===== src/sv/rau_pkg.sv =====
package rau_pkg;

    // operand width as read from each input field
    localparam int VALUE_WIDTH = 16;
    localparam int IN_W        = 16;
    localparam int OP_W        = 4;
    localparam int PROD_W      = 2 * VALUE_WIDTH;
    localparam int SUM_W       = PROD_W + 1;
    localparam int MAG_W       = PROD_W;
    localparam int NUM_W       = 33;
    localparam int DEN_W       = 31;
    localparam int IN_DATA_W   = 4 * IN_W;
    localparam int OUT_DATA_W  = 72;

    typedef enum logic [OP_W-1:0] {
        OP_ADD = 4'd0,
        OP_SUB = 4'd1,
        OP_MUL = 4'd2,
        OP_DIV = 4'd3,
        OP_LT  = 4'd4,
        OP_LE  = 4'd5,
        OP_GT  = 4'd6,
        OP_GE  = 4'd7,
        OP_EQ  = 4'd8,
        OP_NE  = 4'd9
    } t_op;

endpackage


===== src/sv/rau_gcd.sv =====
module rau_gcd (
    input  logic                      i_clk,
    input  logic                      i_rst_n,
    input  logic                      i_start,
    input  logic [rau_pkg::MAG_W-1:0] i_a,
    input  logic [rau_pkg::MAG_W-1:0] i_b,
    output logic                      o_done,
    output logic [rau_pkg::MAG_W-1:0] o_gcd
);
    import rau_pkg::*;

    localparam int K_W = $clog2(MAG_W + 1);

    typedef enum logic [1:0] {G_IDLE, G_STRIP, G_LOOP} t_state;

    t_state             r_state;
    logic [MAG_W-1:0]   r_a;
    logic [MAG_W-1:0]   r_b;
    logic [K_W-1:0]     r_k;
    logic               r_done;
    logic [MAG_W-1:0]   r_gcd;

    // binary gcd: strip common twos, then odd/odd subtract and halve
    always_ff @(posedge i_clk) begin
        if (!i_rst_n) begin
            r_state <= G_IDLE;
            r_done  <= 1'b0;
        end else begin
            r_done <= 1'b0;
            unique case (r_state)
                G_IDLE: begin
                    if (i_start) begin
                        r_a     <= i_a;
                        r_b     <= i_b;
                        r_k     <= '0;
                        r_state <= G_STRIP;
                    end
                end
                G_STRIP: begin
                    if (r_a[0] || r_b[0]) begin
                        r_state <= G_LOOP;
                    end else begin
                        r_a <= r_a >> 1;
                        r_b <= r_b >> 1;
                        r_k <= r_k + 1'b1;
                    end
                end
                G_LOOP: begin
                    if (r_a == '0) begin
                        r_gcd   <= r_b << r_k;
                        r_done  <= 1'b1;
                        r_state <= G_IDLE;
                    end else if (!r_a[0]) begin
                        r_a <= r_a >> 1;
                    end else if (!r_b[0]) begin
                        r_b <= r_b >> 1;
                    end else if (r_a >= r_b) begin
                        r_a <= (r_a - r_b) >> 1;
                    end else begin
                        r_b <= (r_b - r_a) >> 1;
                    end
                end
                default: r_state <= G_IDLE;
            endcase
        end
    end

    assign o_done = r_done;
    assign o_gcd  = r_gcd;

endmodule


===== src/sv/rau_div.sv =====
module rau_div (
    input  logic                      i_clk,
    input  logic                      i_rst_n,
    input  logic                      i_start,
    input  logic [rau_pkg::MAG_W-1:0] i_dividend,
    input  logic [rau_pkg::MAG_W-1:0] i_divisor,
    output logic                      o_done,
    output logic [rau_pkg::MAG_W-1:0] o_quotient
);
    import rau_pkg::*;

    localparam int C_W = $clog2(MAG_W + 1);

    typedef enum logic {D_IDLE, D_RUN} t_state;

    t_state             r_state;
    logic [MAG_W-1:0]   r_rem;
    logic [MAG_W-1:0]   r_q;
    logic [MAG_W-1:0]   r_d;
    logic [C_W-1:0]     r_cnt;
    logic               r_done;
    logic [MAG_W:0]     trial;
    logic               fits;

    // restoring division, one quotient bit per cycle
    assign trial = {r_rem, r_q[MAG_W-1]};
    assign fits  = trial >= {1'b0, r_d};

    always_ff @(posedge i_clk) begin
        if (!i_rst_n) begin
            r_state <= D_IDLE;
            r_done  <= 1'b0;
        end else begin
            r_done <= 1'b0;
            unique case (r_state)
                D_IDLE: begin
                    if (i_start) begin
                        r_rem   <= '0;
                        r_q     <= i_dividend;
                        r_d     <= i_divisor;
                        r_cnt   <= C_W'(MAG_W);
                        r_state <= D_RUN;
                    end
                end
                D_RUN: begin
                    r_rem <= fits ? MAG_W'(trial - {1'b0, r_d}) : trial[MAG_W-1:0];
                    r_q   <= {r_q[MAG_W-2:0], fits};
                    r_cnt <= r_cnt - 1'b1;
                    if (r_cnt == C_W'(1)) begin
                        r_done  <= 1'b1;
                        r_state <= D_IDLE;
                    end
                end
                default: r_state <= D_IDLE;
            endcase
        end
    end

    assign o_done     = r_done;
    assign o_quotient = r_q;

endmodule


===== src/sv/rational_arithmetic_unit.sv =====
// errors and unused codes go straight to the result; comparisons and zero results
//   finish after the products and the sum; add, sub, mul and div also pass through
//   the binary gcd and two serial divides
// throughput: one item at a time, the next transfer is taken only once the result
//   register has loaded and the sequencer is back in idle
// reset: i_rst_n synchronous active low, returns the sequencer to idle, no result pending
module rational_arithmetic_unit (
    input  logic                           i_clk,
    input  logic                           i_rst_n,
    input  logic                           s_axis_tvalid,
    output logic                           s_axis_tready,
    // first_numerator, first_denominator, second_numerator, second_denominator
    input  logic [rau_pkg::IN_DATA_W-1:0]  s_axis_tdata,
    // operation
    input  logic [rau_pkg::OP_W-1:0]       s_axis_tuser,
    output logic                           m_axis_tvalid,
    input  logic                           m_axis_tready,
    // result_numerator, result_denominator, compare_true, zero pad
    output logic [rau_pkg::OUT_DATA_W-1:0] m_axis_tdata,
    // error
    output logic                           m_axis_tuser
);
    import rau_pkg::*;

    typedef enum logic [2:0] {
        S_IDLE, S_MUL, S_SUM, S_GCD, S_DIVN, S_DIVD, S_DONE
    } t_state;

    t_state                     r_state;
    t_op                        r_op;
    logic signed [VALUE_WIDTH-1:0] r_n1, r_d1, r_n2, r_d2;
    logic [1:0]                 r_cnt;
    logic signed [PROD_W-1:0]   r_p0, r_p1, r_p2;
    logic [MAG_W-1:0]           r_num_mag;
    logic [MAG_W-1:0]           r_den_mag;
    logic                       r_neg;
    logic [MAG_W-1:0]           r_g;
    logic [MAG_W-1:0]           r_q_num;
    logic                       r_gcd_start;
    logic                       r_div_start;
    // result held until the output register is free
    logic [NUM_W-1:0]           r_res_num;
    logic [DEN_W-1:0]           r_res_den;
    logic                       r_res_cmp;
    logic                       r_res_err;
    // output register
    logic                       r_o_valid;
    logic [NUM_W-1:0]           r_o_num;
    logic [DEN_W-1:0]           r_o_den;
    logic                       r_o_cmp;
    logic                       r_o_err;

    // input fields, read as VALUE_WIDTH-bit two's complement
    logic [OP_W-1:0]               in_op;
    logic signed [VALUE_WIDTH-1:0] in_n1, in_d1, in_n2, in_d2;
    logic                          in_err;
    logic                          in_accept;

    assign in_op  = s_axis_tuser;
    assign in_n1  = VALUE_WIDTH'(s_axis_tdata[IN_W-1:0]);
    assign in_d1  = VALUE_WIDTH'(s_axis_tdata[2*IN_W-1:IN_W]);
    assign in_n2  = VALUE_WIDTH'(s_axis_tdata[3*IN_W-1:2*IN_W]);
    assign in_d2  = VALUE_WIDTH'(s_axis_tdata[4*IN_W-1:3*IN_W]);
    assign in_err = (in_d1 == '0) || (in_d2 == '0) ||
                    (in_op == OP_DIV && in_n2 == '0);
    assign in_accept = s_axis_tvalid && s_axis_tready;

    // shared multiplier: three products, selected by r_cnt in S_MUL
    // cnt 0: n1*d2 (n1*n2 for mul), cnt 1: n2*d1, cnt 2: d1*d2 (d1*n2 for div)
    logic signed [VALUE_WIDTH-1:0] mul_a, mul_b;
    logic signed [PROD_W-1:0]      mul_p;

    always_comb begin
        case (r_cnt)
            2'd0:    mul_a = r_n1;
            2'd1:    mul_a = r_n2;
            default: mul_a = r_d1;
        endcase
        case (r_cnt)
            2'd0:    mul_b = (r_op == OP_MUL) ? r_n2 : r_d2;
            2'd1:    mul_b = r_d1;
            default: mul_b = (r_op == OP_DIV) ? r_n2 : r_d2;
        endcase
    end
    assign mul_p = PROD_W'(mul_a) * PROD_W'(mul_b);

    // numerator and denominator before reduction
    logic signed [SUM_W-1:0] sum;
    logic [SUM_W-1:0]        sum_abs;
    logic [PROD_W-1:0]       den_abs;
    logic                    sum_neg;
    logic                    sum_zero;
    logic                    frac_neg;
    logic                    cmp_val;

    always_comb begin
        case (r_op)
            OP_ADD:         sum = SUM_W'(r_p0) + SUM_W'(r_p1);
            OP_MUL, OP_DIV: sum = SUM_W'(r_p0);
            default:        sum = SUM_W'(r_p0) - SUM_W'(r_p1);
        endcase
    end
    assign sum_neg  = sum[SUM_W-1];
    assign sum_zero = (sum == '0);
    assign sum_abs  = sum_neg ? -sum : sum;
    assign den_abs  = r_p2[PROD_W-1] ? -r_p2 : r_p2;
    assign frac_neg = !sum_zero && (sum_neg != r_p2[PROD_W-1]);

    // sign tests of the difference
    always_comb begin
        case (r_op)
            OP_LT:   cmp_val = frac_neg;
            OP_LE:   cmp_val = frac_neg || sum_zero;
            OP_GT:   cmp_val = !frac_neg && !sum_zero;
            OP_GE:   cmp_val = !frac_neg;
            OP_EQ:   cmp_val = sum_zero;
            default: cmp_val = !sum_zero;
        endcase
    end

    // reduction units
    logic             gcd_done;
    logic [MAG_W-1:0] gcd_val;
    logic             div_done;
    logic [MAG_W-1:0] div_q;
    logic [MAG_W-1:0] div_dividend;

    assign div_dividend = (r_state == S_DIVD) ? r_den_mag : r_num_mag;

    rau_gcd u_gcd (
        .i_clk   (i_clk),
        .i_rst_n (i_rst_n),
        .i_start (r_gcd_start),
        .i_a     (r_num_mag),
        .i_b     (r_den_mag),
        .o_done  (gcd_done),
        .o_gcd   (gcd_val)
    );

    rau_div u_div (
        .i_clk      (i_clk),
        .i_rst_n    (i_rst_n),
        .i_start    (r_div_start),
        .i_dividend (div_dividend),
        .i_divisor  (r_g),
        .o_done     (div_done),
        .o_quotient (div_q)
    );

    logic out_free;
    assign out_free = !r_o_valid || m_axis_tready;

    // sequencer
    always_ff @(posedge i_clk) begin
        if (!i_rst_n) begin
            r_state     <= S_IDLE;
            r_o_valid   <= 1'b0;
            r_gcd_start <= 1'b0;
            r_div_start <= 1'b0;
        end else begin
            r_gcd_start <= 1'b0;
            r_div_start <= 1'b0;
            // in S_DONE the load below takes care of the output register
            if (r_o_valid && m_axis_tready && r_state != S_DONE) begin
                r_o_valid <= 1'b0;
            end
            unique case (r_state)
                S_IDLE: begin
                    if (in_accept) begin
                        r_op      <= t_op'(in_op);
                        r_n1      <= in_n1;
                        r_d1      <= in_d1;
                        r_n2      <= in_n2;
                        r_d2      <= in_d2;
                        r_cnt     <= 2'd0;
                        r_res_num <= '0;
                        r_res_den <= DEN_W'(1);
                        r_res_cmp <= 1'b0;
                        r_res_err <= 1'b0;
                        // unused codes and errors finish at once as 0/1
                        if (in_op > OP_NE) begin
                            r_state <= S_DONE;
                        end else if (in_err) begin
                            r_res_err <= 1'b1;
                            r_state   <= S_DONE;
                        end else begin
                            r_state <= S_MUL;
                        end
                    end
                end
                S_MUL: begin
                    case (r_cnt)
                        2'd0:    r_p0 <= mul_p;
                        2'd1:    r_p1 <= mul_p;
                        default: r_p2 <= mul_p;
                    endcase
                    r_cnt <= r_cnt + 1'b1;
                    if (r_cnt == 2'd2) begin
                        r_state <= S_SUM;
                    end
                end
                S_SUM: begin
                    r_num_mag <= sum_abs[MAG_W-1:0];
                    r_den_mag <= den_abs;
                    r_neg     <= frac_neg;
                    if (r_op > OP_DIV) begin
                        r_res_cmp <= cmp_val;
                        r_state   <= S_DONE;
                    end else if (sum_zero) begin
                        // zero reduces to 0/1
                        r_state <= S_DONE;
                    end else begin
                        r_gcd_start <= 1'b1;
                        r_state     <= S_GCD;
                    end
                end
                S_GCD: begin
                    if (gcd_done) begin
                        r_g         <= gcd_val;
                        r_div_start <= 1'b1;
                        r_state     <= S_DIVN;
                    end
                end
                S_DIVN: begin
                    if (div_done) begin
                        r_q_num     <= div_q;
                        r_div_start <= 1'b1;
                        r_state     <= S_DIVD;
                    end
                end
                S_DIVD: begin
                    if (div_done) begin
                        r_res_num <= r_neg ? -NUM_W'(r_q_num) : NUM_W'(r_q_num);
                        r_res_den <= DEN_W'(div_q);
                        r_state   <= S_DONE;
                    end
                end
                S_DONE: begin
                    if (out_free) begin
                        r_o_valid <= 1'b1;
                        r_o_num   <= r_res_num;
                        r_o_den   <= r_res_den;
                        r_o_cmp   <= r_res_cmp;
                        r_o_err   <= r_res_err;
                        r_state   <= S_IDLE;
                    end
                end
                default: r_state <= S_IDLE;
            endcase
        end
    end

    assign s_axis_tready = i_rst_n && (r_state == S_IDLE);
    assign m_axis_tvalid = r_o_valid;
    assign m_axis_tdata  = {{(OUT_DATA_W - NUM_W - DEN_W - 1){1'b0}},
                            r_o_cmp, r_o_den, r_o_num};
    assign m_axis_tuser  = r_o_err;

    // an accepted item keeps the block busy
    a_busy_after_accept: assert property (@(posedge i_clk) disable iff (!i_rst_n)
        in_accept |=> !s_axis_tready)
        else $error("input taken while busy");

    // an error result is always 0/1 with no compare outcome
    a_err_zero: assert property (@(posedge i_clk) disable iff (!i_rst_n)
        (r_o_valid && r_o_err) |-> (r_o_num == '0 && r_o_den == DEN_W'(1) && !r_o_cmp))
        else $error("error result not 0/1");

    // a compare outcome never comes with a nonzero numerator
    a_cmp_zero: assert property (@(posedge i_clk) disable iff (!i_rst_n)
        (r_o_valid && r_o_cmp) |-> (r_o_num == '0 && r_o_den == DEN_W'(1)))
        else $error("compare result carries a fraction");

    // the reduced denominator is never zero
    a_den_nonzero: assert property (@(posedge i_clk) disable iff (!i_rst_n)
        r_o_valid |-> (r_o_den != '0))
        else $error("zero denominator out");

    // the gcd used for the divides is never zero
    a_gcd_nonzero: assert property (@(posedge i_clk) disable iff (!i_rst_n)
        r_div_start |-> (r_g != '0))
        else $error("divide by zero gcd");

endmodule


===== config.mk =====
export PLATFORM = sky130hd
export DESIGN_NAME = rational_arithmetic_unit
export DESIGN_NICKNAME = d
export VERILOG_FILES = /design/src/sv/rau_pkg.sv /design/src/sv/rau_gcd.sv /design/src/sv/rau_div.sv /design/src/sv/rational_arithmetic_unit.sv
export SDC_FILE = /design/constraint.sdc
export NUM_CORES = 2
export LEC_CHECK = 0
export ABC_AREA = 1
export BUFFER_PORTS_ARGS = -buffer_cell sky130_fd_sc_hd__clkbuf_2
export CAP_MARGIN = 0
export CORE_MARGIN = 3
export CORE_UTILIZATION = 55
export DETAILED_ROUTE_END_ITERATION = 8
export PLACE_DENSITY = 0.83
export SYNTH_ARGS = -nofsm -noshare
export SYNTH_HDL_FRONTEND = slang
export SYNTH_SLANG_ARGS = --single-unit

===== constraint.sdc =====
create_clock -name i_clk -period 9 [get_ports i_clk]
set_input_delay 1.35 -clock i_clk [delete_from_list [all_inputs] [get_ports i_clk]]
set_output_delay 1.35 -clock i_clk [all_outputs]
set_load 0.01 [all_outputs]

== Yosys cells after proc, flatten, opt, wreduce, memory -nomap -nowiden ==
Cells that the tools add are included.
Widths: inputs -> output; s select.

* Register bits after elaboration: 642
* Input bits: 72
* Output and inout port bits: 75
* Word-level logic and storage cells: 228

* $add $sub $neg: 11
* Multiply operators: 1
* $lt $le $gt $ge: 4
* Eq/ne operators: 38
* Shifts and indexed selects: 1
* Mux-type cells: 73
* Bitwise operators: 4
* Reductions and logical operators: 55

{| class="wikitable"
|+ Operators with widths
! operator !! number
|-
| $mux 32 || 17
|-
| $pmux 32 s3 || 2
|-
| $pmux 33 s2 || 2
|-
| $pmux 32 s2 || 2
|-
| $mux 33 || 3
|-
| $sub 32x32->32 || 3
|-
| $mux 31 || 3
|-
| $neg 32->32 || 2
|-
| $pmux 16 s2 || 2
|-
| $pmux 31 s2 || 1
|-
| $logic_not 16->1 || 3
|-
| $add 32x32->33 || 1
|-
| $ge 33x32->1 || 1
|-
| $logic_not 33->1 || 1
|-
| $neg 32->33 || 1
|-
| $reduce_and 3->1 || 11
|-
| $sub 32x32->33 || 1
|-
| $ge 32x32->1 || 1
|-
| $logic_not 32->1 || 1
|-
| $mul 16x16->32 || 1
|-
| $mux 16 || 2
|-
| $shl 32x6->32 || 1
|-
| $mux 3 || 10
|-
| $pmux 6 s2 || 2
|-
| other kinds (42) || 113
|}

== Depth between registers and ports, before layout ==
* Word-level depth: 11
* Gate-level depth with buffers: 35
* Gate-level depth less buffers: 35

== Modules after synthesis ==
A second synthesis with hierarchy kept.

* Cells, all modules: 6087
* Area total of the unflattened synthesis: 49485.0 um2

{| class="wikitable"
|+ By module, submodules not included
! module !! instances !! cells each !! area an instance (um2)
|-
| rational_arithmetic_unit || 1 || 3374 || 31023.5
|-
| rau_gcd || 1 || 1740 || 11279.6
|-
| rau_div || 1 || 973 || 7181.9
|}

== Worst setup path after synthesis ==
OpenSTA, ideal clock, no wires.

* Kind: in2reg
* From: in i_rst_n
* To: reg r_state[2]
* Arrival: 8174 ps
* Path slack: 759 ps
* Stages: 7
* Buffers on the path: 1
* Cell sequence: clkbuf_1 > inv_1 > nor3b_1 > o221ai_1 > a21oi_1 > nand2_1 > a21oi_2

* Word-level cells in the longest chain between the ends: 4

{| class="wikitable"
|+ RTL lines
! item !! line !! source
|-
| start, declared || rational_arithmetic_unit.sv:9 || <nowiki>input logic i_rst_n,</nowiki>
|-
| $logic_and 1x1->1 || rational_arithmetic_unit.sv:253 || <nowiki>assign s_axis_tready = i_rst_n && (r_state == S_IDLE);</nowiki>
|-
| $logic_and 1x1->1 || rational_arithmetic_unit.sv:66 || <nowiki>assign in_accept = s_axis_tvalid && s_axis_tready;</nowiki>
|-
| $ne 2x2->1 (no source line) || n/a ||
|-
| $reduce_and 6->1 (no source line) || n/a ||
|-
| end signal, assigned || rational_arithmetic_unit.sv:235 || <nowiki>r_state <= S_DONE;</nowiki>
|-
| end signal, assigned || rational_arithmetic_unit.sv:245 || <nowiki>r_state <= S_IDLE;</nowiki>
|-
| end signal, assigned || rational_arithmetic_unit.sv:248 || <nowiki>default: r_state <= S_IDLE;</nowiki>
|-
| end, declared || rational_arithmetic_unit.sv:29 || <nowiki>t_state r_state;</nowiki>
|}

Several ways; a longest one is shown, not always the timed one.
A chain may end at the register's enable or synchronous reset.

== Final worst setup path ==
* From: reg r_cnt[0]
* To: reg r_p2[29], data pin

* Word-level cells in the longest chain between the ends: 3
* Elaborated cells on any way between the ends: 5
* Those cells by class: mul: 1; eq/ne: 1; mux: 2; reduce/logical: 1

{| class="wikitable"
|+ RTL lines
! item !! line !! source
|-
| start, declared || rational_arithmetic_unit.sv:32 || <nowiki>logic [1:0] r_cnt;</nowiki>
|-
| start signal, assigned || rational_arithmetic_unit.sv:197 || <nowiki>r_cnt <= r_cnt + 1'b1;</nowiki>
|-
| $eq 2x1->1 or $logic_not 2->1 (tied branches) || rational_arithmetic_unit.sv:74, rational_arithmetic_unit.sv:79 ||
|-
| $pmux 16 s2 (on tied branches) || rational_arithmetic_unit.sv:74, rational_arithmetic_unit.sv:79 ||
|-
| $mul 16x16->32 (*) || rational_arithmetic_unit.sv:85 || <nowiki>assign mul_p = PROD_W'(mul_a) * PROD_W'(mul_b);</nowiki>
|-
| net mul_p[29] || rational_arithmetic_unit.sv:71 || <nowiki>logic signed [PROD_W-1:0] mul_p;</nowiki>
|-
| end signal, assigned || rational_arithmetic_unit.sv:195 || <nowiki>default: r_p2 <= mul_p;</nowiki>
|-
| end, declared || rational_arithmetic_unit.sv:33 || <nowiki>logic signed [PROD_W-1:0] r_p0, r_p1, r_p2;</nowiki>
|}

Mark *: on every way through the listed nets, which the timed path passes. The rest lies on a longest branch.

==> results.md <==
- Status: completed
- Clock Sinks: 642
- Top FF cell, synth: edfxtp_1
- Slew @ Worst Pin: 1.05 ns
- Final period utilization: 93.3%
- Synthesized area: 0.0464 sq mm
- Clk root buf: clkbuf_16
- Via count: 37286
- Tot GR Track Use: between 30% and 40%
- Largest family of logic cells by synthesized area: adder cells
- Slew HR: 30.0%
- Max Freq: 119 MHz
- Global-route wire length before repair: 203000 microns
- Final Skew: 0.0506 ns
- Largest net degree at the start of global routing: a little over 90
- Dominant cell type by area after synthesis: edfxtp_1
- Ys async rst share: 0%
- Warnings from Yosys: 0
- Vias in the first global route: 36852
- Max cap viols: 0
- Synthesized instance count: 5275
- WL/cell: 20.2 microns
- Clock slew at reported path FFs: 0.06 ns
- Detail Route Antenna Nets: 0
- Post-CTS Setup Inserts: 0
- Die area: 0.0878 sq mm
- Iter 0 DRT Violations: 3627
- Worst reg2reg setup slack: 0.60 ns
- Drc violations: 0
- Top post-synthesis cells by area: edfxtp_1 41%, fa_1 11%, nand2_1 7.6%
- Post-Synth Simple-Gate Area: 16.3%
- Setup violators final: 0
- Max-slew violation count: 0
- Core area: 0.0828 sq mm
- Router iterations before antenna repair: 9
- Initial antenna violation count: 3
- Area Overhead vs Synth: 8.98%
- NumNets Final: a little under 6000
- Grt total ovfl: 0
- Resized Gates After CTS: 0
- IO Port Bufs: 139
- Syn Area/Cell: 8.79 sq um
- Worst EP required: 9.35 ns
- Initial Util: 56.0%
- Synth Area in Adders: around 18%
- RD Place Congestion: 1.07
- Number of fill cells in the layout: approximately 7000
- WP data arrival: just under 9 ns
- Sequential cell area fraction in the yosys report: between 40% and 50%
- Width of the die: 296 microns
- Worst setup SP type: register
- Post-synth EDFFs: 631
- Post-route cell area: 0.0505 sq mm
- Vias per Instance: 5.73
- Final Hold Vio Count: 0
- TNS Setup: 0 ns
- Synth Area in Compound Gates: around an eighth
- Tmin final: 8.40 ns
- Util after Layout: 61.1%
- Post-Synth XOR/XNOR Area: under 10%
- Clk_lat worst skew: 0.66 ns
- H-tree levels: 3
- # hold bufs at CTS: 0
- CTS tree: yes
- Die height: 296 microns
- FP Rows: 105
- Mux cell area share after synthesis: 0.281%
- Clock tree buffer depth: 3
- Crit path max fanout: 20
- WS Path Type: reg2reg
- Placed standard-cell area: a little under 0.05 sq mm
- Layout cells sized above 1: slightly above 7%
- Nature of the critical path endpoint: register
- RSZ-0062 raised after global routing: no
- Final WL: 131000 microns
- Yosys reg bits: 642
- CTS buffer count: between 60 and 70
- Dpl hpwl: about 100000 microns
- Synth top area share: 40.9%
- Synth cell types: 65
- Tightest Hold Check Type: reg2reg
- IO Count: approximately 150
==> flip-flops by register name, summed over array words and instances, names as in the netlist, 31 cells and up <==
register,flops
r_num_mag,32
r_res_num,33
r_den_mag,32
u_div.r_d,32
r_o_num,33
u_gcd.r_b,32
u_gcd.o_gcd,32
r_g,32
u_div.o_quotient,32
r_p0,32
u_gcd.r_a,32
r_p1,32
u_div.r_rem,32
r_p2,32
r_res_den,31
r_q_num,32
r_o_den,31
==> worst max-delay path, cell delays in order, from the launching register on <==
cell,delay (ns)
edfxtp_1,0.42
ha_1,0.52
nor2_2,0.57
inv_1,0.30
a21oi_1,0.18
o21ai_0,0.11
nand2_1,0.33
clkinv_1,0.45
nand2_1,0.19
fa_1,0.47
fa_1,0.47
fa_1,0.54
inv_1,0.06
fa_1,0.49
fa_1,0.50
inv_1,0.05
fa_1,0.47
inv_1,0.04
ha_1,0.36
a21oi_1,0.20
o21ai_0,0.10
a21oi_1,0.30
inv_1,0.10
a21oi_1,0.25
o21bai_1,0.15
a21oi_1,0.23
o21bai_1,0.10
xor2_1,0.16
==> worst paths after layout <==
check,from,end,cells after the start
worst max-delay path,r_cnt[0]$_SDFFCE_PP0P_,r_p2[29]$_DFFE_PP_,27
worst min-delay path,r_g[9]$_DFFE_PP_,u_div.r_d[9]$_DFFE_PP_,0
worst max register to register,r_cnt[0]$_SDFFCE_PP0P_,r_p2[29]$_DFFE_PP_,27
worst min register to register,r_g[9]$_DFFE_PP_,u_div.r_d[9]$_DFFE_PP_,0
==> cell usage after synthesis, types with 15 or more instances <==
| cell type | number |
|---|---|
| nor3_1 | 59 |
| nand3_1 | 105 |
| a31oi_1 | 23 |
| xor2_1 | 120 |
| fa_1 | 266 |
| xnor2_1 | 73 |
| nand4_1 | 43 |
| a21oi_1 | 456 |
| inv_2 | 21 |
| clkbuf_1 | 135 |
| or2_2 | 15 |
| nor4_1 | 30 |
| o21ai_0 | 343 |
| o21ai_1 | 20 |
| o21a_1 | 16 |
| clkinv_1 | 18 |
| ha_1 | 224 |
| nor2_1 | 567 |
| a22oi_1 | 28 |
| edfxtp_1 | 631 |
| inv_1 | 912 |
| nand2_1 | 936 |
==> cell usage in the layout, fill, tap and decap left out, types with 69 or more instances in the layout <==
| master | synthesis | layout |
|---|---|---|
| inv_1 | 912 | 911 |
| xor2_1 | 120 | 120 |
| fa_1 | 266 | 266 |
| xnor2_1 | 73 | 73 |
| o21ai_0 | 343 | 343 |
| nor2_1 | 567 | 558 |
| a21oi_1 | 456 | 456 |
| edfxtp_1 | 631 | 631 |
| clkbuf_2 | 0 | 139 |
| nand2_1 | 936 | 935 |
| ha_1 | 224 | 224 |
| clkbuf_16 | 0 | 69 |
| nand3_1 | 105 | 105 |
==> cells by family after synthesis <==
| family | count (synthesis) |
|---|---|
| simple gates | 1826 |
| buf+inv | 1113 |
| compound gates | 997 |
| flops | 642 |
| fa+ha+maj | 490 |
| xor+xnor | 193 |
| mux | 13 |
| other cells | 1 |
==> through the flow <==
step | worst slack, ns | hold WS (ns) | cells
after floorplan | 0.759 | 0.400 | 5281
after global placement | 0.976 | 0.401 | 6375
after detailed placement | 0.761 | 0.405 | 6375
after CTS | 0.723 | 0.406 | 6501
after global routing | 0.151 | 0.411 | 6501
final | 0.603 | 0.409 | 6502
==> per-layer routing <==
metal	part of all wire [%]	vias to the layer above	global-route usage (%)	routed length [microns]
li1	-	17423	-	-
met1	38	17698	36.7	50200
met2	48	1727	51.5	63400
met3	7.4	434	4.52	9730
met4	6.1	4	16.2	8020
met5	0.021	-	0	28
==> final cells by class <==
| type | instances | area, sq um | share of cell area (%) |
|---|---|---|---|
| Antenna cell | 1 | 2.50 | 0.00495 |
| Tap cell | 1070 | 1340 | 2.65 |
| Inverter | 951 | 3570 | 7.07 |
| Multi-Input combinational cell | 3526 | 23100 | 45.7 |
| Timing Repair Buffer | 186 | 1050 | 2.07 |
| Clock inverter | 42 | 539 | 1.07 |
| Sequential cell | 642 | 19200 | 37.9 |
| Clock buffer | 84 | 1790 | 3.55 |
Power is left out: the tool's default activity adds up to more than one toggle a clock period on the data nets, which glitch-free logic cannot reach.
